File: src/rtl/infix_expression_evaluator_unit_assert.svh
// Assertion macros used by the evaluator back end (iee_back)
`ifndef INFIX_EXPRESSION_EVALUATOR_UNIT_ASSERT_SVH
`define INFIX_EXPRESSION_EVALUATOR_UNIT_ASSERT_SVH

// antecedent holds -> consequent holds in the same cycle
`define IEE_ASSERT_NOW(lbl, clk, rstn, ante, cons) \
  lbl: assert property (@(posedge clk) disable iff (!rstn) (ante) |-> (cons)) \
    else $error("assertion failed");

// antecedent holds -> consequent holds in the next cycle
`define IEE_ASSERT_NEXT(lbl, clk, rstn, ante, cons) \
  lbl: assert property (@(posedge clk) disable iff (!rstn) (ante) |=> (cons)) \
    else $error("assertion failed");

`endif

File: src/rtl/iee_pkg.sv
package iee_pkg;

  localparam int unsigned FIFO_DEPTH = 4;

  localparam logic [7:0] CH_PLUS  = 8'h2B;
  localparam logic [7:0] CH_MINUS = 8'h2D;
  localparam logic [7:0] CH_STAR  = 8'h2A;
  localparam logic [7:0] CH_SLASH = 8'h2F;
  localparam logic [7:0] CH_PCT   = 8'h25;
  localparam logic [7:0] CH_CARET = 8'h5E;
  localparam logic [7:0] CH_LPAR  = 8'h28;
  localparam logic [7:0] CH_RPAR  = 8'h29;
  localparam logic [7:0] CH_ZERO  = 8'h30;
  localparam logic [7:0] CH_NINE  = 8'h39;

  localparam logic [8:0] BAL_MAX = 9'd511;

  typedef enum logic [2:0] {
    OP_OPEN = 3'd0,
    OP_ADD  = 3'd1,
    OP_SUB  = 3'd2,
    OP_MUL  = 3'd3,
    OP_DIV  = 3'd4,
    OP_MOD  = 3'd5,
    OP_POW  = 3'd6,
    OP_NEG  = 3'd7
  } op_e;

  typedef enum logic [2:0] {
    ST_OK      = 3'd0,
    ST_UNBAL   = 3'd1,
    ST_OPERAND = 3'd2,
    ST_ZERO    = 3'd3,
    ST_NEGEXP  = 3'd4,
    ST_OVER    = 3'd5
  } status_e;

  typedef enum logic [2:0] {
    TK_NONE,
    TK_OPEN,
    TK_CLOSE,
    TK_BINOP,
    TK_NEG,
    TK_END
  } tok_kind_e;

  typedef enum logic [2:0] {
    B_IDLE,
    B_NUM,
    B_LOOP,
    B_POP,
    B_APPLY,
    B_WAIT,
    B_OUT
  } back_state_e;

  typedef enum logic [2:0] {
    AR_IDLE,
    AR_MUL,
    AR_POW,
    AR_DIV,
    AR_SIGN,
    AR_DONE
  } arith_state_e;

  typedef struct packed {
    logic       operation;
    logic [7:0] character;
  } item_t;

  typedef struct packed {
    logic signed [63:0] value;
    logic [2:0]         status;
  } result_t;

  typedef struct packed {
    logic        has_num;
    logic [63:0] num;
    tok_kind_e   kind;
    op_e         op;
    logic        unbal;
  } tok_t;

  typedef struct packed {
    logic        start;
    op_e         op;
    logic [63:0] a;
    logic [63:0] b;
  } arith_req_t;

  function automatic logic [2:0] prec_of(op_e op);
    case (op)
      OP_OPEN:               prec_of = 3'd0;
      OP_ADD, OP_SUB:        prec_of = 3'd1;
      OP_MUL, OP_DIV, OP_MOD: prec_of = 3'd2;
      OP_POW:                prec_of = 3'd3;
      OP_NEG:                prec_of = 3'd4;
      default:               prec_of = 3'd0;
    endcase
  endfunction

  function automatic logic is_op_char(logic [7:0] c);
    is_op_char = (c == CH_PLUS) || (c == CH_MINUS) || (c == CH_STAR) ||
                 (c == CH_SLASH) || (c == CH_PCT) || (c == CH_CARET);
  endfunction

endpackage

File: src/rtl/iee_front.sv
module iee_front (
  input  logic           clk_i,
  input  logic           rst_ni,
  input  logic           in_valid_i,
  output logic           in_stall_o,
  input  iee_pkg::item_t in_data_i,
  output logic           tok_push_o,
  input  logic           tok_full_i,
  output iee_pkg::tok_t  tok_o
);
  import iee_pkg::*;

  logic [63:0] acc_q, acc_d;
  logic        in_num_q, in_num_d;
  logic [7:0]  prev_q, prev_d;
  logic        start_q, start_d;
  logic [8:0]  bal_q, bal_d;
  logic        unbal_q, unbal_d;
  logic        accept;
  logic [7:0]  c;
  logic        emit;

  assign in_stall_o = tok_full_i;
  assign accept     = in_valid_i && !tok_full_i;
  assign c          = in_data_i.character;

  always_comb begin
    acc_d         = acc_q;
    in_num_d      = in_num_q;
    prev_d        = prev_q;
    start_d       = start_q;
    bal_d         = bal_q;
    unbal_d       = unbal_q;
    tok_o.has_num = in_num_q;
    tok_o.num     = acc_q;
    tok_o.kind    = TK_NONE;
    tok_o.op      = OP_ADD;
    tok_o.unbal   = 1'b0;
    emit          = 1'b0;
    if (in_data_i.operation) begin
      tok_o.kind  = TK_END;
      tok_o.unbal = unbal_q || (bal_q != 9'd0);
      emit        = 1'b1;
      acc_d       = 64'd0;
      in_num_d    = 1'b0;
      prev_d      = 8'd0;
      start_d     = 1'b1;
      bal_d       = 9'd0;
      unbal_d     = 1'b0;
    end else if (c >= CH_ZERO && c <= CH_NINE) begin
      acc_d    = (acc_q << 3) + (acc_q << 1) + {60'd0, c[3:0]};
      in_num_d = 1'b1;
      prev_d   = c;
      start_d  = 1'b0;
    end else begin
      acc_d    = 64'd0;
      in_num_d = 1'b0;
      if (c == CH_LPAR) begin
        if (bal_q >= BAL_MAX) unbal_d = 1'b1;
        else bal_d = bal_q + 9'd1;
        tok_o.kind = TK_OPEN;
        tok_o.op   = OP_OPEN;
        prev_d     = c;
        start_d    = 1'b0;
      end else if (c == CH_RPAR) begin
        if (bal_q == 9'd0) begin
          unbal_d = 1'b1;
        end else begin
          bal_d      = bal_q - 9'd1;
          tok_o.kind = TK_CLOSE;
        end
        prev_d  = c;
        start_d = 1'b0;
      end else if (is_op_char(c)) begin
        if (c == CH_MINUS && (start_q || prev_q == CH_LPAR || is_op_char(prev_q))) begin
          tok_o.kind = TK_NEG;
          tok_o.op   = OP_NEG;
        end else begin
          tok_o.kind = TK_BINOP;
          case (c)
            CH_PLUS:  tok_o.op = OP_ADD;
            CH_MINUS: tok_o.op = OP_SUB;
            CH_STAR:  tok_o.op = OP_MUL;
            CH_SLASH: tok_o.op = OP_DIV;
            CH_PCT:   tok_o.op = OP_MOD;
            default:  tok_o.op = OP_POW;
          endcase
        end
        prev_d  = c;
        start_d = 1'b0;
      end
      emit = in_num_q || (tok_o.kind != TK_NONE);
    end
  end

  assign tok_push_o = accept && emit;

  always_ff @(posedge clk_i or negedge rst_ni) begin
    if (!rst_ni) begin
      acc_q    <= 64'd0;
      in_num_q <= 1'b0;
      prev_q   <= 8'd0;
      start_q  <= 1'b1;
      bal_q    <= 9'd0;
      unbal_q  <= 1'b0;
    end else if (accept) begin
      acc_q    <= acc_d;
      in_num_q <= in_num_d;
      prev_q   <= prev_d;
      start_q  <= start_d;
      bal_q    <= bal_d;
      unbal_q  <= unbal_d;
    end
  end

endmodule

File: config.mk
export PLATFORM = sky130hd
export DESIGN_NAME = iee_front
export DESIGN_NICKNAME = d
export VERILOG_FILES = /design/src/rtl/infix_expression_evaluator_unit_assert.svh /design/src/rtl/iee_pkg.sv /design/src/rtl/iee_front.sv
export SDC_FILE = /design/constraint.sdc
export NUM_CORES = 1
export LEC_CHECK = 0
export BUFFER_PORTS_ARGS = -buffer_cell sky130_fd_sc_hd__buf_2
export CORE_ASPECT_RATIO = 1.5
export CORE_MARGIN = 8
export CORE_UTILIZATION = 55
export CTS_CLUSTER_DIAMETER = 30
export CTS_CLUSTER_SIZE = 25
export DETAILED_ROUTE_END_ITERATION = 8
export GPL_TIMING_DRIVEN = 0
export PLACE_DENSITY = 0.89
export SLEW_MARGIN = 20
export SYNTH_ARGS = -nofsm -noshare
export SYNTH_HDL_FRONTEND = slang
export SYNTH_SLANG_ARGS = --single-unit
File: constraint.sdc
create_clock -name clk_i -period 3 [get_ports clk_i]
set_input_delay 0.6 -clock clk_i [delete_from_list [all_inputs] [get_ports clk_i]]
set_output_delay 0.6 -clock clk_i [all_outputs]
set_load 0.01 [all_outputs]
# Yosys cells after proc, flatten, opt, wreduce, memory -nomap -nowiden
# Cells that the tools add are included.
[op_classes]
eq_ne = 19
reduce_logical = 28
n_mux = 41
n_lt_le_gt_ge = 3
add_sub_neg = 4
[op_table]
columns = ["operator", "n"]
rows = [
  ["$mux 64", 2],
  ["$eq 8x6->1 const B", 13],
  ["$add 64x4->64", 1],
  ["$add 64x64->64", 1],
  ["$mux 9", 6],
  ["$mux 8", 5],
  ["$mux 6", 6],
  ["$eq 8x7->1 const B", 2],
  ["$mux 1", 16],
  ["$pmux 3 s5", 1],
  ["$logic_or 1x1->1", 14],
  ["$mux 3", 4],
  ["$reduce_and 5->1", 2],
  ["$add 9x1->9 const B", 1],
  ["$ge 9x9->1 const B", 1],
  ["$logic_not 9->1", 1],
  ["$reduce_bool 3->1", 3],
  ["$reduce_bool 9->1", 1],
  ["$sub 9x1->9 const B", 1],
  ["$ge 8x6->1 const B", 1],
  ["$le 8x6->1 const B", 1],
  ["$ne 3x3->1 const B", 2],
  ["$reduce_bool 5->1", 1],
  ["$logic_and 1x1->1", 4],
  ["5 further kinds", 5],
]
[totals]
regBits = 84
out_inout_bits = 74
in_bits = 13
word_cells = 101

# Logic depth before layout (Yosys ltp)
[logic_depth]
depth_word = 19
depth_mapped = 15
mapped_depth_nobuf = 15

# Least setup slack after synthesis
# No wires, ideal clock.
[synth_timing]
path_kind = "in2reg"
start = "in in_data_i[7] (netlist bit)"
end = "reg bal_q[8]"
path_stages = 14
t_required_ns = 2.910
slack_ns = -0.655
arrival_time_ns = 3.565
n_path_buf = 0
setup_time_ns = 0.090
path_cell_list = "nor4b_2 > nand2_1 > nor3_1 > nand2b_1 > ha_1 > nor2b_1 > o21ai_0 > a21boi_0 > o21ai_0 > a21boi_0 > o21ai_0 > nand2b_1 > or4b_1 > o2111ai_1"
[synth_via]
elab_chain_cells = 4
elab_cells_between_ends = 13
cone_classes = "order compare: 2; eq/ne: 5; mux: 3; reduce/logical: 3"
[synth_rtl]
columns = ["element", "line", "rtl"]
rows = [
  ["start: declaration", "iee_front.sv:6", "input iee_pkg::item_t in_data_i,"],
  ["$ge 8x6->1, or another cell as far along", "iee_front.sv:50", "end else if (c >= CH_ZERO && c <= CH_NINE) begin"],
  ["$logic_and 1x1->1 / $mux 9 (equally long branches)", "iee_front.sv:50, iee_front.sv:58", ""],
  ["$ne 2x2->1 (no line) / $mux 9 (equally long branches)", "n/a", ""],
  ["$reduce_and 5->1 (no line) / $mux 9 (equally long branches)", "n/a", ""],
  ["end signal: assignment", "iee_front.sv:111", "bal_q <= bal_d;"],
  ["end: declaration", "iee_front.sv:17", "logic [8:0] bal_q, bal_d;"],
]
# Parallel ways exist; a longest one is shown, timed or not. The select of a mux whose other input is x is not followed.
# A chain may end at the register's enable or synchronous reset.

# Worst setup path after layout
[layout_timing]
start = "reg acc_q[26]"
end = "reg acc_q[62]"
[layout_via]
elab_chain_cells = 4
[layout_rtl]
columns = ["element", "line", "rtl"]
rows = [
  ["start: declaration", "iee_front.sv:13", "logic [63:0] acc_q, acc_d;"],
  ["start signal: assignment", "iee_front.sv:100", "acc_q <= 64'd0;"],
  ["start signal: assignment", "iee_front.sv:107", "acc_q <= acc_d;"],
  ["$add 64x64->64", "iee_front.sv:51", "acc_d = (acc_q << 3) + (acc_q << 1) + {60'd0, c[3:0]};"],
  ["$add 64x4->64", "iee_front.sv:51", ""],
  ["$mux 64", "iee_front.sv:50", ""],
  ["$mux 64", "iee_front.sv:40", "if (in_data_i.operation) begin"],
]
# No other way between the ends.

==> results.md <==
- # clock sinks: 84
- First-pass GRT wire length: around 43000 microns
- Die Width: approximately 120 microns
- Actual slew at the worst max-slew pin: about 0.80 ns
- Max-slew violation count: 0
- Nets@finish: 1305
- Synthesized instance count: ~1000
- Post-layout power: around 3.2 mW
- Routed Wire Length: ~30000 microns
- Via-to-Cell Ratio: 6.664
- Number of enable-type register cells in the synthesized netlist: 0
- Drt pass-1 iters: 6
- Detail Placement HPWL: 19290 microns
- Pwr per Cell Area: ~300 nW/um^2
- Total Neg Setup Slack: -5.183 ns
- Area occupied by multi-input gates: roughly 7000 sq um
- PortBufs: 85
- ANT cells: 0
- Proportion of layout cells with a drive suffix above 1: a little under 30%
- Final setup viols: 34
- GRT Util Overall: between 20% and 30%
- Post-synth ARST share: 100.0%
- Layout fillers: 1013
- Overflow after GRT: 0
- Bufs on Longest Clock Path: 2
- Cell Rows: 55
- Worst Path Arrival: between 3 and 4 ns
- RSZ-0062 raised after global routing: true
- Gpl congestion: a little under 1
- Nets in the synthesized netlist: approximately 1200
- Highest attainable clock frequency: 0.2926 GHz
- DR DRC count: 0
- Non-Filler Cell Area, Final: 10920 sq um
- Status: finished, violations left
- Final cycle utilization of the critical path: 113.9%
- Max Cap Violations: 0
- Sequential share of the synthesized area: roughly a quarter
- Total via count after detailed routing: a little over 9000
- Count of nets left with antenna violations after detail routing: 0
- Largest voltage drop on the vdd net: approximately 400 uV
- Area overhead of the layout relative to synthesis: 31.05%
- Skew-Pair Late Insertion Delay: roughly 0.36 ns
- Number of antenna violations at the first check in global routing: 0
- Placed inst area: a little over 9000 sq um
- Maximum number of pins on one net before global-route repair: 52
- Storage cell area: between 2000 and 2500 sq um
- #FFs+latches synth: 84
- CP Data Required Time: approximately 3.2 ns
- Crit. End Element: flip-flop
- Effective utilization at floorplan: a little under three fifths
- Vertical die dimension: 166.8 microns
- Netlist area before placement: around 8300 sq um
- Number of global-route vias before repair: about 8800
- Leak: about 5.2 nW
- Clock tree from TritonCTS: yes
- Number of library cell types mapped by synthesis: 72
- Clock transition at path regs: roughly 0.07 ns
- Violated checks: setup timing
- Count of synthesis-stage warnings from yosys: 0
- Clock buffers created by TritonCTS: 9
- Max FO, Critical Path: 3
- Post-synthesis average cell area: 8.163 sq um
- Minimum hold slack: slightly below 0.2 ns
- Ports: 87
- Final setup skew: roughly 0.012 ns
- Worst Path Class, Setup: flip-flop to flip-flop
- Ys flop type: sky130_fd_sc_hd__dfrtp_1
- Core area: around 15000 sq um
- Path type of the worst min-delay path: primary input to asynchronous set/reset pin
- Die area: approximately 20000 sq um
- Hold Violations, Final: 0
- Slew headroom: between 40% and 50%
- Routed wire length per instance: roughly 21 microns
- Final worst setup slack: -0.4171 ns
- Minimum clock period: 3.417 ns
- CTS root buffer: sky130_fd_sc_hd__clkbuf_16
- H-Tree Level Count: 3
- Startpoint kind of the worst setup timing path: flip-flop
- Initial detailed-routing violation count: 718
- Number of cells traversed by the worst register-to-register path: 11
- Share of the core filled with cells in the final layout: about three quarters
## final cells by class
type                    instances  share of cell area (%)
clock buffers                  12                   2.257
inverters                      37                   1.409
flip-flops and latches         84                   19.36
plain buffers                  34                   1.317
repair buffers                145                   8.890
clock inverters                 4                  0.6645
well taps                     199                   2.280
multi-input cells             849                   63.82
## cells in the mapped netlist (all sizes together), types with 15 or more instances
master / number / area, sq um
xnor2: 28 / 245.2
nand3: 21 / 105.1
nor2: 59 / 221.5
nor3: 19 / 95.09
dfrtp: 83 / 2077
nand4: 25 / 162.6
clkbuf: 41 / 153.9
o21ai: 84 / 420.4
o31ai: 28 / 220.2
nand2: 139 / 524.3
nand2b: 15 / 93.84
xor2: 23 / 201.4
a21oi: 78 / 394.1
ha: 129 / 1614
a21o: 35 / 262.8
inv: 37 / 138.9
## worst max-delay path, cell delays in order (launching register included)
cell                        delay [ns]
sky130_fd_sc_hd__dfrtp_2          0.46
sky130_fd_sc_hd__ha_4             0.26
sky130_fd_sc_hd__ha_4             0.28
sky130_fd_sc_hd__nand4_4          0.10
sky130_fd_sc_hd__or3_4            0.41
sky130_fd_sc_hd__or3_1            0.37
sky130_fd_sc_hd__o221a_1          0.29
sky130_fd_sc_hd__a211oi_2         0.35
sky130_fd_sc_hd__o2111ai_2        0.24
sky130_fd_sc_hd__a21oi_2          0.32
sky130_fd_sc_hd__o21a_1           0.16
sky130_fd_sc_hd__o31ai_2          0.06
## layout by cell type, fill, tap and decap left out, types with 18 or more instances in the layout
cell and n:
sky130_fd_sc_hd__ha_4 25, sky130_fd_sc_hd__o21ai_0 55, sky130_fd_sc_hd__a21o_1 34, sky130_fd_sc_hd__buf_2 84
sky130_fd_sc_hd__a21oi_1 60, sky130_fd_sc_hd__dfrtp_1 74, sky130_fd_sc_hd__nand4_1 24, sky130_fd_sc_hd__buf_4 51
sky130_fd_sc_hd__xor2_1 21, sky130_fd_sc_hd__o21ai_1 19, sky130_fd_sc_hd__o31ai_1 24, sky130_fd_sc_hd__nand2_1 134
sky130_fd_sc_hd__nand3_1 18, sky130_fd_sc_hd__clkbuf_1 29, sky130_fd_sc_hd__nor2_1 51, sky130_fd_sc_hd__ha_1 93
sky130_fd_sc_hd__inv_1 31, sky130_fd_sc_hd__xnor2_1 20
## cell families after synthesis
family / synth area share (%)
buffers and inverters: 4.234
DFF: 25.24
and+or+nand+nor: 19.29
adders and majority gates: 20.09
xor gates and xnor gates: 5.360
AOI/OAI and AO/OA: 25.18
muxes: 0.6155
## per-stage QoR
stage / setup slack, ns / std cells
after floorplan: -0.3450 / 1021
after global placement: -0.8314 / 1305
after detailed placement: -0.9637 / 1306
after CTS: -0.3025 / 1346
after global routing: -0.5304 / 1364
final: -0.4171 / 1364
## worst paths after layout
path / startpoint / endpoint / slack, ns
max: acc_q[26]$_DFFE_PN0P_ / acc_q[62]$_DFFE_PN0P_ / -0.42
max in group asynchronous: rst_ni / start_q$_DFFE_PN1P_ / 2.12
min in group clk_i: prev_q[5]$_DFFE_PN0P_ / prev_q[5]$_DFFE_PN0P_ / 0.51
min reg2reg: prev_q[5]$_DFFE_PN0P_ / prev_q[5]$_DFFE_PN0P_ / 0.51
max reg2reg: acc_q[26]$_DFFE_PN0P_ / acc_q[62]$_DFFE_PN0P_ / -0.42
min: rst_ni / bal_q[4]$_DFFE_PN0P_ / 0.19
## where the power goes
part           switching (mW)  total, mW  leakage [nW]  internal [mW]
clock                   0.496       1.25         0.153          0.753
combinational           0.379      0.667          3.89          0.288
sequential             0.0848       1.28          1.14           1.20
total                   0.960       3.20          5.19           2.24
## layer usage
layer	vias to the layer above	part of all wire (%)	track usage, %	wire length, microns
met5	-	0	0	0
met4	0	5.9	15.58	1717
met2	542	51	48.36	14950
met1	4365	36	29.64	10400
met3	165	7.5	4.707	2179
li1	4018	-	-	-
## what timing repair did
item,in CTS,in global routing
gates resized for setup,98,130
hold buffers,0,0
buffers inserted,34,28
endpoints found under the setup margin,49,53
pin swaps,38,91
## state kept, by name (all words and copies together) (netlist names)
register  flops
in_num_q      1
prev_q        8
unbal_q       1
bal_q         9
start_q       1
acc_q        64
No activity file was read; power rests on OpenSTA's default activity.
