==> src/rtl/infix_expression_evaluator_unit_assert.svh <==
// Assertion macros used by the evaluator back end (iee_back)
`ifndef INFIX_EXPRESSION_EVALUATOR_UNIT_ASSERT_SVH
`define INFIX_EXPRESSION_EVALUATOR_UNIT_ASSERT_SVH

// antecedent holds -> consequent holds in the same cycle
`define IEE_ASSERT_NOW(lbl, clk, rstn, ante, cons) \
  lbl: assert property (@(posedge clk) disable iff (!rstn) (ante) |-> (cons)) \
    else $error("assertion failed");

// antecedent holds -> consequent holds in the next cycle
`define IEE_ASSERT_NEXT(lbl, clk, rstn, ante, cons) \
  lbl: assert property (@(posedge clk) disable iff (!rstn) (ante) |=> (cons)) \
    else $error("assertion failed");

`endif

==> src/rtl/iee_pkg.sv <==
package iee_pkg;

  localparam int unsigned FIFO_DEPTH = 4;

  localparam logic [7:0] CH_PLUS  = 8'h2B;
  localparam logic [7:0] CH_MINUS = 8'h2D;
  localparam logic [7:0] CH_STAR  = 8'h2A;
  localparam logic [7:0] CH_SLASH = 8'h2F;
  localparam logic [7:0] CH_PCT   = 8'h25;
  localparam logic [7:0] CH_CARET = 8'h5E;
  localparam logic [7:0] CH_LPAR  = 8'h28;
  localparam logic [7:0] CH_RPAR  = 8'h29;
  localparam logic [7:0] CH_ZERO  = 8'h30;
  localparam logic [7:0] CH_NINE  = 8'h39;

  localparam logic [8:0] BAL_MAX = 9'd511;

  typedef enum logic [2:0] {
    OP_OPEN = 3'd0,
    OP_ADD  = 3'd1,
    OP_SUB  = 3'd2,
    OP_MUL  = 3'd3,
    OP_DIV  = 3'd4,
    OP_MOD  = 3'd5,
    OP_POW  = 3'd6,
    OP_NEG  = 3'd7
  } op_e;

  typedef enum logic [2:0] {
    ST_OK      = 3'd0,
    ST_UNBAL   = 3'd1,
    ST_OPERAND = 3'd2,
    ST_ZERO    = 3'd3,
    ST_NEGEXP  = 3'd4,
    ST_OVER    = 3'd5
  } status_e;

  typedef enum logic [2:0] {
    TK_NONE,
    TK_OPEN,
    TK_CLOSE,
    TK_BINOP,
    TK_NEG,
    TK_END
  } tok_kind_e;

  typedef enum logic [2:0] {
    B_IDLE,
    B_NUM,
    B_LOOP,
    B_POP,
    B_APPLY,
    B_WAIT,
    B_OUT
  } back_state_e;

  typedef enum logic [2:0] {
    AR_IDLE,
    AR_MUL,
    AR_POW,
    AR_DIV,
    AR_SIGN,
    AR_DONE
  } arith_state_e;

  typedef struct packed {
    logic       operation;
    logic [7:0] character;
  } item_t;

  typedef struct packed {
    logic signed [63:0] value;
    logic [2:0]         status;
  } result_t;

  typedef struct packed {
    logic        has_num;
    logic [63:0] num;
    tok_kind_e   kind;
    op_e         op;
    logic        unbal;
  } tok_t;

  typedef struct packed {
    logic        start;
    op_e         op;
    logic [63:0] a;
    logic [63:0] b;
  } arith_req_t;

  function automatic logic [2:0] prec_of(op_e op);
    case (op)
      OP_OPEN:               prec_of = 3'd0;
      OP_ADD, OP_SUB:        prec_of = 3'd1;
      OP_MUL, OP_DIV, OP_MOD: prec_of = 3'd2;
      OP_POW:                prec_of = 3'd3;
      OP_NEG:                prec_of = 3'd4;
      default:               prec_of = 3'd0;
    endcase
  endfunction

  function automatic logic is_op_char(logic [7:0] c);
    is_op_char = (c == CH_PLUS) || (c == CH_MINUS) || (c == CH_STAR) ||
                 (c == CH_SLASH) || (c == CH_PCT) || (c == CH_CARET);
  endfunction

endpackage

==> src/rtl/iee_fifo.sv <==
module iee_fifo (
  input  logic          clk_i,
  input  logic          rst_ni,
  input  logic          push_i,
  input  iee_pkg::tok_t data_i,
  output logic          full_o,
  input  logic          pop_i,
  output logic          valid_o,
  output iee_pkg::tok_t data_o
);
  import iee_pkg::*;

  localparam int unsigned PW = $clog2(FIFO_DEPTH);

  tok_t            mem_q [FIFO_DEPTH];
  logic [PW-1:0]   wr_q, rd_q;
  logic [PW:0]     cnt_q;
  logic            do_pop;

  assign full_o  = (cnt_q == (PW+1)'(FIFO_DEPTH));
  assign valid_o = (cnt_q != '0);
  assign data_o  = mem_q[rd_q];
  assign do_pop  = pop_i && valid_o;

  always_ff @(posedge clk_i) begin
    if (push_i) mem_q[wr_q] <= data_i;
  end

  always_ff @(posedge clk_i or negedge rst_ni) begin
    if (!rst_ni) begin
      wr_q  <= '0;
      rd_q  <= '0;
      cnt_q <= '0;
    end else begin
      if (push_i) wr_q <= wr_q + PW'(1);
      if (do_pop) rd_q <= rd_q + PW'(1);
      if (push_i && !do_pop) cnt_q <= cnt_q + (PW+1)'(1);
      else if (!push_i && do_pop) cnt_q <= cnt_q - (PW+1)'(1);
    end
  end

endmodule

==> config.mk <==
export PLATFORM = sky130hd
export DESIGN_NAME = iee_fifo
export DESIGN_NICKNAME = d
export VERILOG_FILES = /design/src/rtl/infix_expression_evaluator_unit_assert.svh /design/src/rtl/iee_pkg.sv /design/src/rtl/iee_fifo.sv
export SDC_FILE = /design/constraint.sdc
export NUM_CORES = 1
export LEC_CHECK = 0
export BUFFER_PORTS_ARGS = -buffer_cell sky130_fd_sc_hd__buf_2
export CORE_ASPECT_RATIO = 0.7
export CORE_MARGIN = 5
export CORE_UTILIZATION = 40
export DETAILED_ROUTE_END_ITERATION = 7
export PLACE_DENSITY_LB_ADDON = 0.2
export SYNTH_ARGS = -nofsm -noshare
export SYNTH_HDL_FRONTEND = slang
export SYNTH_SLANG_ARGS = --single-unit
==> constraint.sdc <==
create_clock -name clk_i -period 8.4 [get_ports clk_i]
set_input_delay 0.42 -clock clk_i [delete_from_list [all_inputs] [get_ports clk_i]]
set_output_delay 0.42 -clock clk_i [all_outputs]
set_load 0.05 [all_outputs]
After elaboration in Yosys (flattened, before gate mapping)
Memory sizes are Yosys's and may differ from the RTL's.
Cells that the tools add are included.
Storage, ports and cells
  register bits: 7
  RAM bits: 288
  input port bits: 76
  output and inout bits: 74
  logic and storage cells: 20
  memories kept: 1
Operators by class
  $add $sub $neg: 4
  equal/unequal tests: 1
  multiplexer cells: 4
  reductions and logical operators: 7
Memory list
  mem_q: words 4, bits a word 72, rd ports 1, clocked after memory_dff 0, write ports 1, RTL line iee_fifo.sv:15  | tok_t mem_q [FIFO_DEPTH];
Operator list (count)
  $mux W3: 2
  $add A2 B1 Y2 const B: 2
  $add A3 B1 Y3 const B: 1
  $eq A3 B3 Y1 const B: 1
  $logic_and A1 B1 Y1: 3
  $reduce_bool A3 Y1: 1
  $sub A3 B1 Y3 const B: 1
  $logic_not A1 Y1: 2
  $mux W1: 2
  $reduce_bool A2 Y1: 1

Depth between registers and ports, before layout
Gate-level depths: netlist of the first run.
  depth in word-level cells: 5
  mapped depth: 8
  mapped depth without buffers: 8

Least setup slack after synthesis of the first run
OpenSTA, ideal clock, no wires.
  path kind: register to register
  start: register wr_q[0]
  end: memory mem_q[2][0] (netlist bit), enable pin
  setup time: 0.438 ns
  arrival: 2.300 ns
  data required time: 7.962 ns
  setup slack: 5.662 ns
  cell stages (with the launch flop): 4
  buffers on the path: 0
  period minus slack after synthesis: 2.738 ns
  path through: dfrtp_1 -> inv_1 -> ha_1 -> and2_1
RTL lines
  start, declared: RTL line iee_fifo.sv:16  | logic [PW-1:0] wr_q, rd_q;
  start signal, assigned: RTL line iee_fifo.sv:35  | if (push_i) wr_q <= wr_q + PW'(1);
  end, declared: RTL line iee_fifo.sv:15
No word-level cell before the write port.

==> run_results.csv, run 1 <==
group,metric,value,unit
synth,ys.flop_type,"edfxtp_1",
floorplan,initial_utilization,0.4048,
critical_path,crit_path_end_kind,"output port",
sta,setup_tns,0,ns
sta,slew_headroom,0.2190,
sta,timing.fmax,281.1,MHz
finish,fillCellCount,2227,
place,port_buffers,149,
critical_path,path_max_fanout,39,
finish,fin_cells,964,
routing,final_antenna_net_count,0,
power_and_ir_drop,p_leak,4.367,nW
routing,route.detailed.drc,0,
synth,synth.cells.most_frequent,"edfxtp_1 (288), mux4_2 (72), buf_2 (8)",
cts,cts_tree,"built",
critical_path,reg2reg_depth,4,
grt,overflow,0,
cts,cts_buffers,28,
synth,yosysSeqAreaShare,0.8178,
min_path,hold_depth,1,
floorplan,rows,50,
critical_path,rr_startpoint,"wr_q[0]",
run_status,status,"completed",
place,gp_congestion,0.6645,
synth,ys_seq_elements,295,
floorplan,dieHeight,147.4,um
floorplan,die_width,206.3,um
cts,htreeDepth,1,
run,max_cap_violations,0,
synth,syn_nets,492,
finish,post-route-util,0.4821,
floorplan,ios,150,
synth,synth_edf_count,288,
grt,antenna_found_initial,2,
grt,grt_max_degree,74,
critical_path,start_kind,"flip-flop",
critical_path,worstPathArrival,3.14,ns
floorplan,core,26650,sq um
synth,synth_area,10790,sq um
power_and_ir_drop,power.density,406.2,nW/um^2
floorplan,die-area,30410,sq um
place,dp.final_hpwl,12200,um
routing,drt-met1-wl,8878,um
min_path,hp-start,"data_i[40]",
synth,ys_warn_count,0,
synth,avgSynthCellArea,26.31,sq um
sta,hold_viol_final,0,
cts,cts.sinks,295,
finish,layout-drive-gt1-share,0.4517,
synth,synth.distinct_cells,19,
synth,ys_top_cells_by_area,"edfxtp_1 (80%), mux4_2 (15%), dfrtp_1 (1.6%)",
place,dpl_cell_area,11920,sq um
synth,synth_cells,410,
routing,first_iter_violations,221,
critical_path,reg2reg_slack,6.19,ns
critical_path,critical_path.reg2reg.endpoint,"mem_q[0][70]",
grt,grt_use_total,0.1337,
synth,synth_area_leader_cell,"edfxtp_1",
cts,ctsResizeCount,0,
critical_path,path_class,"flip-flop to output port",
routing,maxUsedRoutingLayer,"met5",
routing,avgViaCountPerCell,4.964,
power_and_ir_drop,power,5.219,mW
sta,finalSetupViolations,0,
min_path,hold_path.class,"input pin to flip-flop",
routing,drt-pass1-iter-count,4,
sta,tightestPinTransition,1.172,ns
routing,postRouteWirelength,20180,um
synth,synth_top_area_share,0.8016,
finish,antenna_cells,0,
grt,grt_pass1_wl,31320,um
finish,area_growth_syn_to_layout,19.09,%
routing,routedWlPerCell,20.93,um
sta,rsz0062_at_grt,"no",
critical_path,required,7.98,ns
routing,vias,4785,
sta,slew_violations,0,
cts,root_buffer,"clkbuf_16",
sta,finalCritPeriodShare,0.4235,
cts,cts.clk_slew.worst_paths,0.06,ns
grt,first_global_vias,5328,
finish,nets,661,
min_path,min_to,"mem_q[0][40]",
synth,synth_most_common_cell,"edfxtp_1",
finish,final_design_area_no_fill,12850,sq um
sta,period_minus_slack,3.557,ns
synth,async_flop_share,0.02373,
sta,fin_skew,0.01892,ns
place,place_inst,912,
cts,clk_latency,0.54,ns
routing,wl_met2,9591,um
power_and_ir_drop,ir_worst_vdd,0.2816,mV
cts,cts.path.max_buffers,3,
routing,wl_met3,1359,um
-- worst max-delay path by stage --
stage,cells past startpoint,start,endpoint
5_1_grt,3,rd_q[0],data_o[16]
2_1_floorplan,3,wr_q[0],mem_q[2][0]
3_3_place_gp,3,rd_q[0],data_o[16]
4_1_cts,3,rd_q[0],data_o[16]
6_report,3,rd_q[0],data_o[30]
3_5_place_dp,3,rd_q[0],data_o[16]
-- layout make-up --
cell class              instances  area [sq um]  share of cell area
flip-flops and latches        295          8831              0.6873
well taps                     364         455.4             0.03545
multi-input cells              96          1838              0.1431
repair buffers                155         793.3             0.06174
clock buffers                  31         733.2             0.05706
clock inverters                20         186.4             0.01451
inverters                       3         11.26           0.0008764
-- metrics by stage --
stage	worst slack, ns	hold slack (ns)
2_1_floorplan	5.662	0.1244
3_3_place_gp	5.283	0.2613
3_5_place_dp	5.272	0.2639
4_1_cts	4.682	0.05710
5_1_grt	4.508	0.05511
6_report	4.843	0.09086
-- per-layer routing --
layer / up-vias / GRT usage
li1: 2096 / -
met1: 2515 / 0.1870
met2: 132 / 0.2132
met3: 38 / 0.03969
met4: 4 / 0.02527
met5: - / 0
-- cell families (layout without fill, tap and decap cells) --
kind of cell,count (synthesis),after routing,synth area share
XOR/XNOR,6,6,0.004872
AO/OA/AOI/OAI,1,1,0.0004634
buffers and inverters,19,209,0.01276
multiplexers,73,73,0.1513
flip-flops,295,295,0.8178
AND/OR/NAND/NOR,10,10,0.005102
adder cells (fa/ha/maj),6,6,0.007654
-- registers in the layout (all words and copies together) (netlist names) --
| register | count |
|---|---|
| mem_q | 288 |
| cnt_q | 3 |
| rd_q | 2 |
| wr_q | 2 |
-- critical path: stages (launching register included) --
cell and delay [ns]:
dfrtp_4 0.94, buf_4 0.72, mux4_2 0.61, buf_2 0.23
-- report_power, final --
group | internal (mW) | switching [mW]
clock | 0.745 | 0.506
combinational | 0.571 | 1.27
sequential | 1.93 | 0.199
-- layout by cell type, fill, tap and decap left out, types with 4 or more instances in the layout --
cell type,instances
edfxtp_1,288
buf_2,149
mux4_2,72
clkbuf_16,29
clkinv_1,11
ha_1,5
clkinv_2,5
dfrtp_1,5
buf_4,5
and2_4,4
bufinv_16,4
-- timing repair --
action	in CTS	in global routing
endpoints found under the hold margin	7	0
setup endpoints to repair	0	0
hold buffers	1	0
setup buffers	0	0
(Power assumes the default switching activity.)
==> run 2: changes to the inputs <==
--- a/config.mk
+++ b/config.mk
@@ -5,6 +5,7 @@
 export SDC_FILE = /design/constraint.sdc
 export NUM_CORES = 1
 export LEC_CHECK = 0
+export ABC_AREA = 1
 export BUFFER_PORTS_ARGS = -buffer_cell sky130_fd_sc_hd__buf_2
 export CORE_ASPECT_RATIO = 0.7
 export CORE_MARGIN = 5
==> constraint.sdc (replaced) <==
create_clock -name clk_i -period 3.4 [get_ports clk_i]
set_input_delay 0.17 -clock clk_i [delete_from_list [all_inputs] [get_ports clk_i]]
set_output_delay 0.17 -clock clk_i [all_outputs]
set_load 0.05 [all_outputs]
==> run_results.csv, run 2 <==
group,metric,value,unit
synth,synth_edf_count,288,
power_and_ir_drop,power.density,959.7,nW/um^2
place,gp_congestion,0.6852,
place,dp.final_hpwl,14930,um
cts,clk_latency,0.56,ns
grt,antenna_found_initial,1,
floorplan,dieHeight,156.7,um
synth,ys.flop_type,"edfxtp_1",
finish,fin_cells,1555,
power_and_ir_drop,p_int,8.075,mW
sta,slew_violations,0,
routing,avgViaCountPerCell,4.506,
finish,nets,1201,
place,place_inst,1423,
routing,first_iter_violations,354,
place,dpl_cell_area,13370,sq um
critical_path,start_kind,"flip-flop",
power_and_ir_drop,pwr-share-comb,0.435,
critical_path,required,3.23,ns
synth,ys_seq_elements,295,
synth,synth_top_area_share,0.7033,
run,max_cap_violations,0,
cts,cts.clk_slew.worst_paths,0.06,ns
place,port_buffers,149,
cts,cts.path.max_buffers,3,
synth,synth_cells,894,
grt,grt_pass1_wl,39590,um
cts,htreeDepth,1,
sta,period_minus_slack,2.718,ns
finish,largest_reg_flops,288,
synth,async_flop_share,0.02373,
critical_path,worstPathArrival,2.55,ns
sta,setup_tns,0,ns
power_and_ir_drop,pwr-share-seq,0.347,
grt,grt_use_total,0.1452,
sta,finalCritPeriodShare,0.7994,
cts,root_buffer,"clkbuf_16",
sta,slew_headroom,0.3946,
finish,reg_top3,"mem_q (288), cnt_q (3)",
power_and_ir_drop,power.switching,6.390,mW
cts,cts_tree,"built",
floorplan,ios,150,
routing,drt-pass1-iter-count,4,
synth,synth_area_leader_cell,"edfxtp_1",
finish,regMostFlops,"mem_q",
sta,tightestPinTransition,0.9082,ns
cts,cts.sinks,295,
floorplan,rows,53,
synth,avgSynthCellArea,13.75,sq um
finish,area_growth_syn_to_layout,22.57,%
grt,first_global_vias,7038,
synth,synth_most_common_cell,"edfxtp_1",
power_and_ir_drop,ir_worst_vdd,0.4884,mV
min_path,hold_path.class,"input pin to flip-flop",
synth,synth.distinct_cells,21,
floorplan,die-area,34400,sq um
routing,route.detailed.drc,0,
finish,final_cell_mix,"edfxtp_1 (288), nand2_1 (236), buf_2 (149), inv_1 (126), o211ai_2 (81)",
grt,overflow,0,
power_and_ir_drop,clkPwrFrac,0.218,
critical_path,path_max_fanout,121,
floorplan,core,30170,sq um
sta,finalSetupViolations,0,
grt,grt_max_degree,122,
sta,fin_skew,0.01993,ns
synth,ys_warn_count,0,
cts,cts_hold_buf,76,
synth,synth.cells.most_frequent,"edfxtp_1 (288), nand2_1 (236), inv_1 (130)",
critical_path,path_class,"flip-flop to output port",
cts,ctsResizeCount,0,
power_and_ir_drop,power,14.46,mW
sta,rsz0062_at_grt,"no",
finish,layout-drive-gt1-share,0.2767,
cts,cts_buffers,30,
routing,vias,7007,
critical_path,crit_path_end_kind,"output port",
run_status,status,"completed",
floorplan,die_width,219.6,um
synth,yosysSeqAreaShare,0.7175,
sta,hold_viol_final,0,
sta,timing.fmax,367.9,MHz
finish,layout_commonest_cell,"edfxtp_1",
routing,final_antenna_net_count,0,
synth,ys_top_cells_by_area,"edfxtp_1 (70%), o211ai_2 (8.2%), nand2_1 (7.2%)",
finish,fillCellCount,2601,
power_and_ir_drop,p_leak,6.114,nW
finish,final_design_area_no_fill,15070,sq um
routing,postRouteWirelength,24980,um
synth,synth_area,12300,sq um
power_and_ir_drop,sw_frac_of_total,0.4417,
floorplan,initial_utilization,0.4075,
synth,syn_nets,976,
cts,post-cts-setup-buffers,0,
routing,routedWlPerCell,16.07,um
==> run 2: metal layers <==
| layer | global-route usage | share of wire | vias up |
|---|---|---|---|
| met5 | 0 | 0.00044 | - |
| met2 | 0.2315 | 0.46 | 131 |
| met3 | 0.04138 | 0.062 | 29 |
| met4 | 0.02331 | 0.013 | 2 |
| li1 | - | - | 3561 |
| met1 | 0.2040 | 0.47 | 3284 |
==> run 2: final timing paths <==
| check | slack (ns) | cells past startpoint | startpoint | to |
|---|---|---|---|---|
| worst max register to register | 1.37 | 4 | wr_q[0] | mem_q[3][53] |
| worst max-delay path | 0.68 | 6 | rd_q[0] | data_o[36] |
| max in group asynchronous | 2.50 | 3 | rst_ni | rd_q[1] |
| min in group asynchronous | 0.59 | 3 | rst_ni | cnt_q[1] |
| worst min register to register | 0.48 | 2 | cnt_q[2] | cnt_q[2] |
| worst min-delay path | 0.36 | 2 | data_i[44] | mem_q[2][44] |
==> run 2: power by group through the flow <==
| stage | sequential, mW | combinational (mW) | clock (mW) |
|---|---|---|---|
| after floorplan | 5.03 | 5.06 | 0 |
| after global placement | 5.09 | 6.32 | 0 |
| after detailed placement | 5.11 | 6.35 | 0 |
| after CTS | 5.03 | 6.43 | 3.26 |
| after global routing | 5.08 | 6.81 | 3.41 |
| final | 5.02 | 6.29 | 3.15 |
==> run 2: area by class of cell <==
type                            instances  area, sq um  area share
Antenna cell                            1        2.502   0.0001660
Tap cell                              412        515.5     0.03420
Multi-Input combinational cell        395         2507      0.1664
Clock inverter                         22        180.2     0.01195
Sequential cell                       295         8827      0.5857
Clock buffer                           33        762.0     0.05056
Timing Repair Buffer                  240         1669      0.1107
Inverter                              157        608.1     0.04035
==> run 2: cells by family (layout without fill, tap and decap cells) <==
logic type,Yosys count,count (layout),share of synthesized area
simple gates,242,242,0.07448
buf+inv,204,452,0.07855
flops,295,295,0.7175
fa+ha+maj,6,6,0.006716
compound gates,145,145,0.1213
other cells,0,1,0
xor+xnor,2,2,0.001425
==> run 2: through the flow <==
stage	util	hold slack (ns)	setup slack, ns
2_1_floorplan	-	-0.1256	0.9048
3_3_place_gp	0.4430	0.03197	1.251
3_5_place_dp	0.4430	0.02835	1.232
4_1_cts	0.4994	0.3164	0.6279
5_1_grt	0.4994	0.3469	0.4839
6_report	0.4995	0.3628	0.6821
==> run 2: critical path: stages (launching register included) <==
cell and delay, ns:
dfrtp_1 0.48, clkinv_8 0.45, buf_4 0.44, nand2_1 0.11, o211ai_1 0.08, nand2_1 0.13, buf_2 0.27
==> run 3: changes to the inputs <==
==> constraint.sdc (replaced) <==
create_clock -name clk_i -period 2.49 [get_ports clk_i]
set_input_delay 0.1245 -clock clk_i [delete_from_list [all_inputs] [get_ports clk_i]]
set_output_delay 0.1245 -clock clk_i [all_outputs]
set_load 0.05 [all_outputs]
==> run_results.csv, run 3 (synthesis gave the netlist of run 2 again) <==
group,metric,value,unit
power_and_ir_drop,p_leak,6.076,nW
routing,vias,7151,
grt,overflow,0,
place,pre_cts_ws,0.5535,ns
sta,setup_tns,0,ns
routing,drt-met1-wl,12760,um
sta,fin_skew,0.02194,ns
critical_path,start_kind,"flip-flop",
run,max_cap_violations,0,
floorplan,ios,150,
finish,layout_commonest_cell,"edfxtp_1",
cts,cts.path.max_buffers,3,
finish,regMostFlops,"mem_q",
finish,final_cell_mix,"edfxtp_1 (288), nand2_1 (236), buf_2 (149), inv_1 (126), o211ai_2 (81)",
routing,routedWlPerCell,16.53,um
cts,cts_tree,"built",
routing,final_antenna_net_count,0,
grt,first_global_vias,7066,
routing,drt-pass1-iter-count,4,
finish,largest_reg_flops,288,
cts,clk_latency,0.55,ns
floorplan,dieHeight,156.7,um
critical_path,crit_path_end_kind,"output port",
sta,rsz0062_at_grt,"no",
finish,area_growth_syn_to_layout,22.62,%
cts,cts.clk_slew.worst_paths,0.06,ns
floorplan,core,30170,sq um
sta,timing.fmax,432.5,MHz
critical_path,worstSetupStartpoint,"rd_q[1]",
critical_path,reg2reg_slack,0.58,ns
critical_path,required,2.37,ns
sta,slew_headroom,0.6056,
routing,wl_met2,11150,um
cts,htreeDepth,1,
run_status,status,"completed",
critical_path,path_class,"flip-flop to output port",
cts,cts.sinks,295,
routing,route.detailed.drc,0,
grt,antenna_found_initial,3,
cts,ctsResizeCount,0,
floorplan,initial_utilization,0.4075,
finish,reg_top3,"mem_q (288), cnt_q (3)",
routing,maxUsedRoutingLayer,"met4",
cts,root_buffer,"clkbuf_16",
cts,cts_buffers,29,
routing,wl_met3,1327,um
sta,finalCritPeriodShare,0.9285,
grt,grt_max_degree,89,
routing,first_iter_violations,483,
finish,fillCellCount,2654,
floorplan,rows,53,
grt,grt_pass1_wl,40720,um
critical_path,reg2reg_depth,5,
sta,hold_viol_final,0,
critical_path,crit_path_end,"data_o[58]",
power_and_ir_drop,power.density,1303,nW/um^2
finish,layout-drive-gt1-share,0.2740,
sta,finalSetupViolations,0,
place,dp.final_hpwl,14780,um
critical_path,path_max_fanout,24,
floorplan,die_width,219.6,um
routing,avgViaCountPerCell,4.617,
routing,postRouteWirelength,25610,um
sta,fin_ws,0.1780,ns
sta,slew_violations,0,
min_path,hold_path.class,"input pin to flip-flop",
grt,grt_use_total,0.1503,
place,gp_congestion,0.7089,
sta,tightestPinTransition,0.5903,ns
sta,period_minus_slack,2.312,ns
critical_path,critical_path.reg2reg.endpoint,"mem_q[2][10]",
critical_path,worstPathArrival,2.19,ns
place,port_buffers,149,
floorplan,die-area,34400,sq um
finish,nets,1198,
critical_path,rr_startpoint,"wr_q[0]",
power_and_ir_drop,ir_worst_vdd,0.8889,mV
==> run 3: layer usage <==
metal | vias up | GRT usage
li1 | 3562 | -
met1 | 3411 | 0.2283
met2 | 149 | 0.2274
met3 | 29 | 0.03230
met4 | 0 | 0.02451
met5 | - | 0
==> run 3: worst min-delay path by stage <==
stage / endpoint / from / slack, ns / depth (start not counted)
3_3_place_gp: cnt_q[1] / rst_ni / -0.02 / 1
6_report: mem_q[3][55] / data_i[55] / 0.32 / 2
5_1_grt: mem_q[3][38] / data_i[38] / 0.32 / 2
2_1_floorplan: cnt_q[0] / rst_ni / -0.17 / 0
4_1_cts: mem_q[3][55] / data_i[55] / 0.29 / 2
3_5_place_dp: cnt_q[0] / rst_ni / -0.02 / 1
==> run 3: layout make-up <==
cell class,instances,area [sq um],area share
Antenna cell,2,5.005,0.0003319
Timing Repair Buffer,238,1767,0.1172
Tap cell,412,515.5,0.03419
Sequential cell,295,8827,0.5854
Multi-Input combinational cell,395,2507,0.1663
Inverter,157,608.1,0.04033
Clock buffer,36,752.0,0.04987
Clock inverter,14,96.34,0.006390
==> run 3: what timing repair did <==
item | CTS | global route
setup buffers | 0 | 0
endpoints found under the hold margin | 299 | 0
hold buffers | 76 | 0
==> run 3: power breakdown <==
part	internal, mW	switching (mW)
Sequential	6.50	0.271
Clock	2.23	1.75
Combinational	2.16	6.74
==> run 3: critical path, cell delays in order (launching register included) <==
cell	delay [ns]
dfrtp_4	0.49
clkinv_2	0.33
buf_12	0.27
o211ai_1	0.12
nand2_1	0.14
buf_2	0.29
==> run 3: stage by stage <==
stage / cells / utilization / hold WS, ns / area, sq um / power [mW]
5_1_grt: 1549 / 0.4997 / 0.3201 / 15080 / 20.79
6_report: 1549 / 0.4997 / 0.3226 / 15080 / 19.65
3_5_place_dp: 1421 / 0.4462 / -0.02411 / 13460 / 15.83
4_1_cts: 1547 / 0.4996 / 0.2900 / 15070 / 19.98
2_1_floorplan: 894 / - / -0.1711 / 12300 / 13.78
3_3_place_gp: 1421 / 0.4462 / -0.01878 / 13460 / 15.80
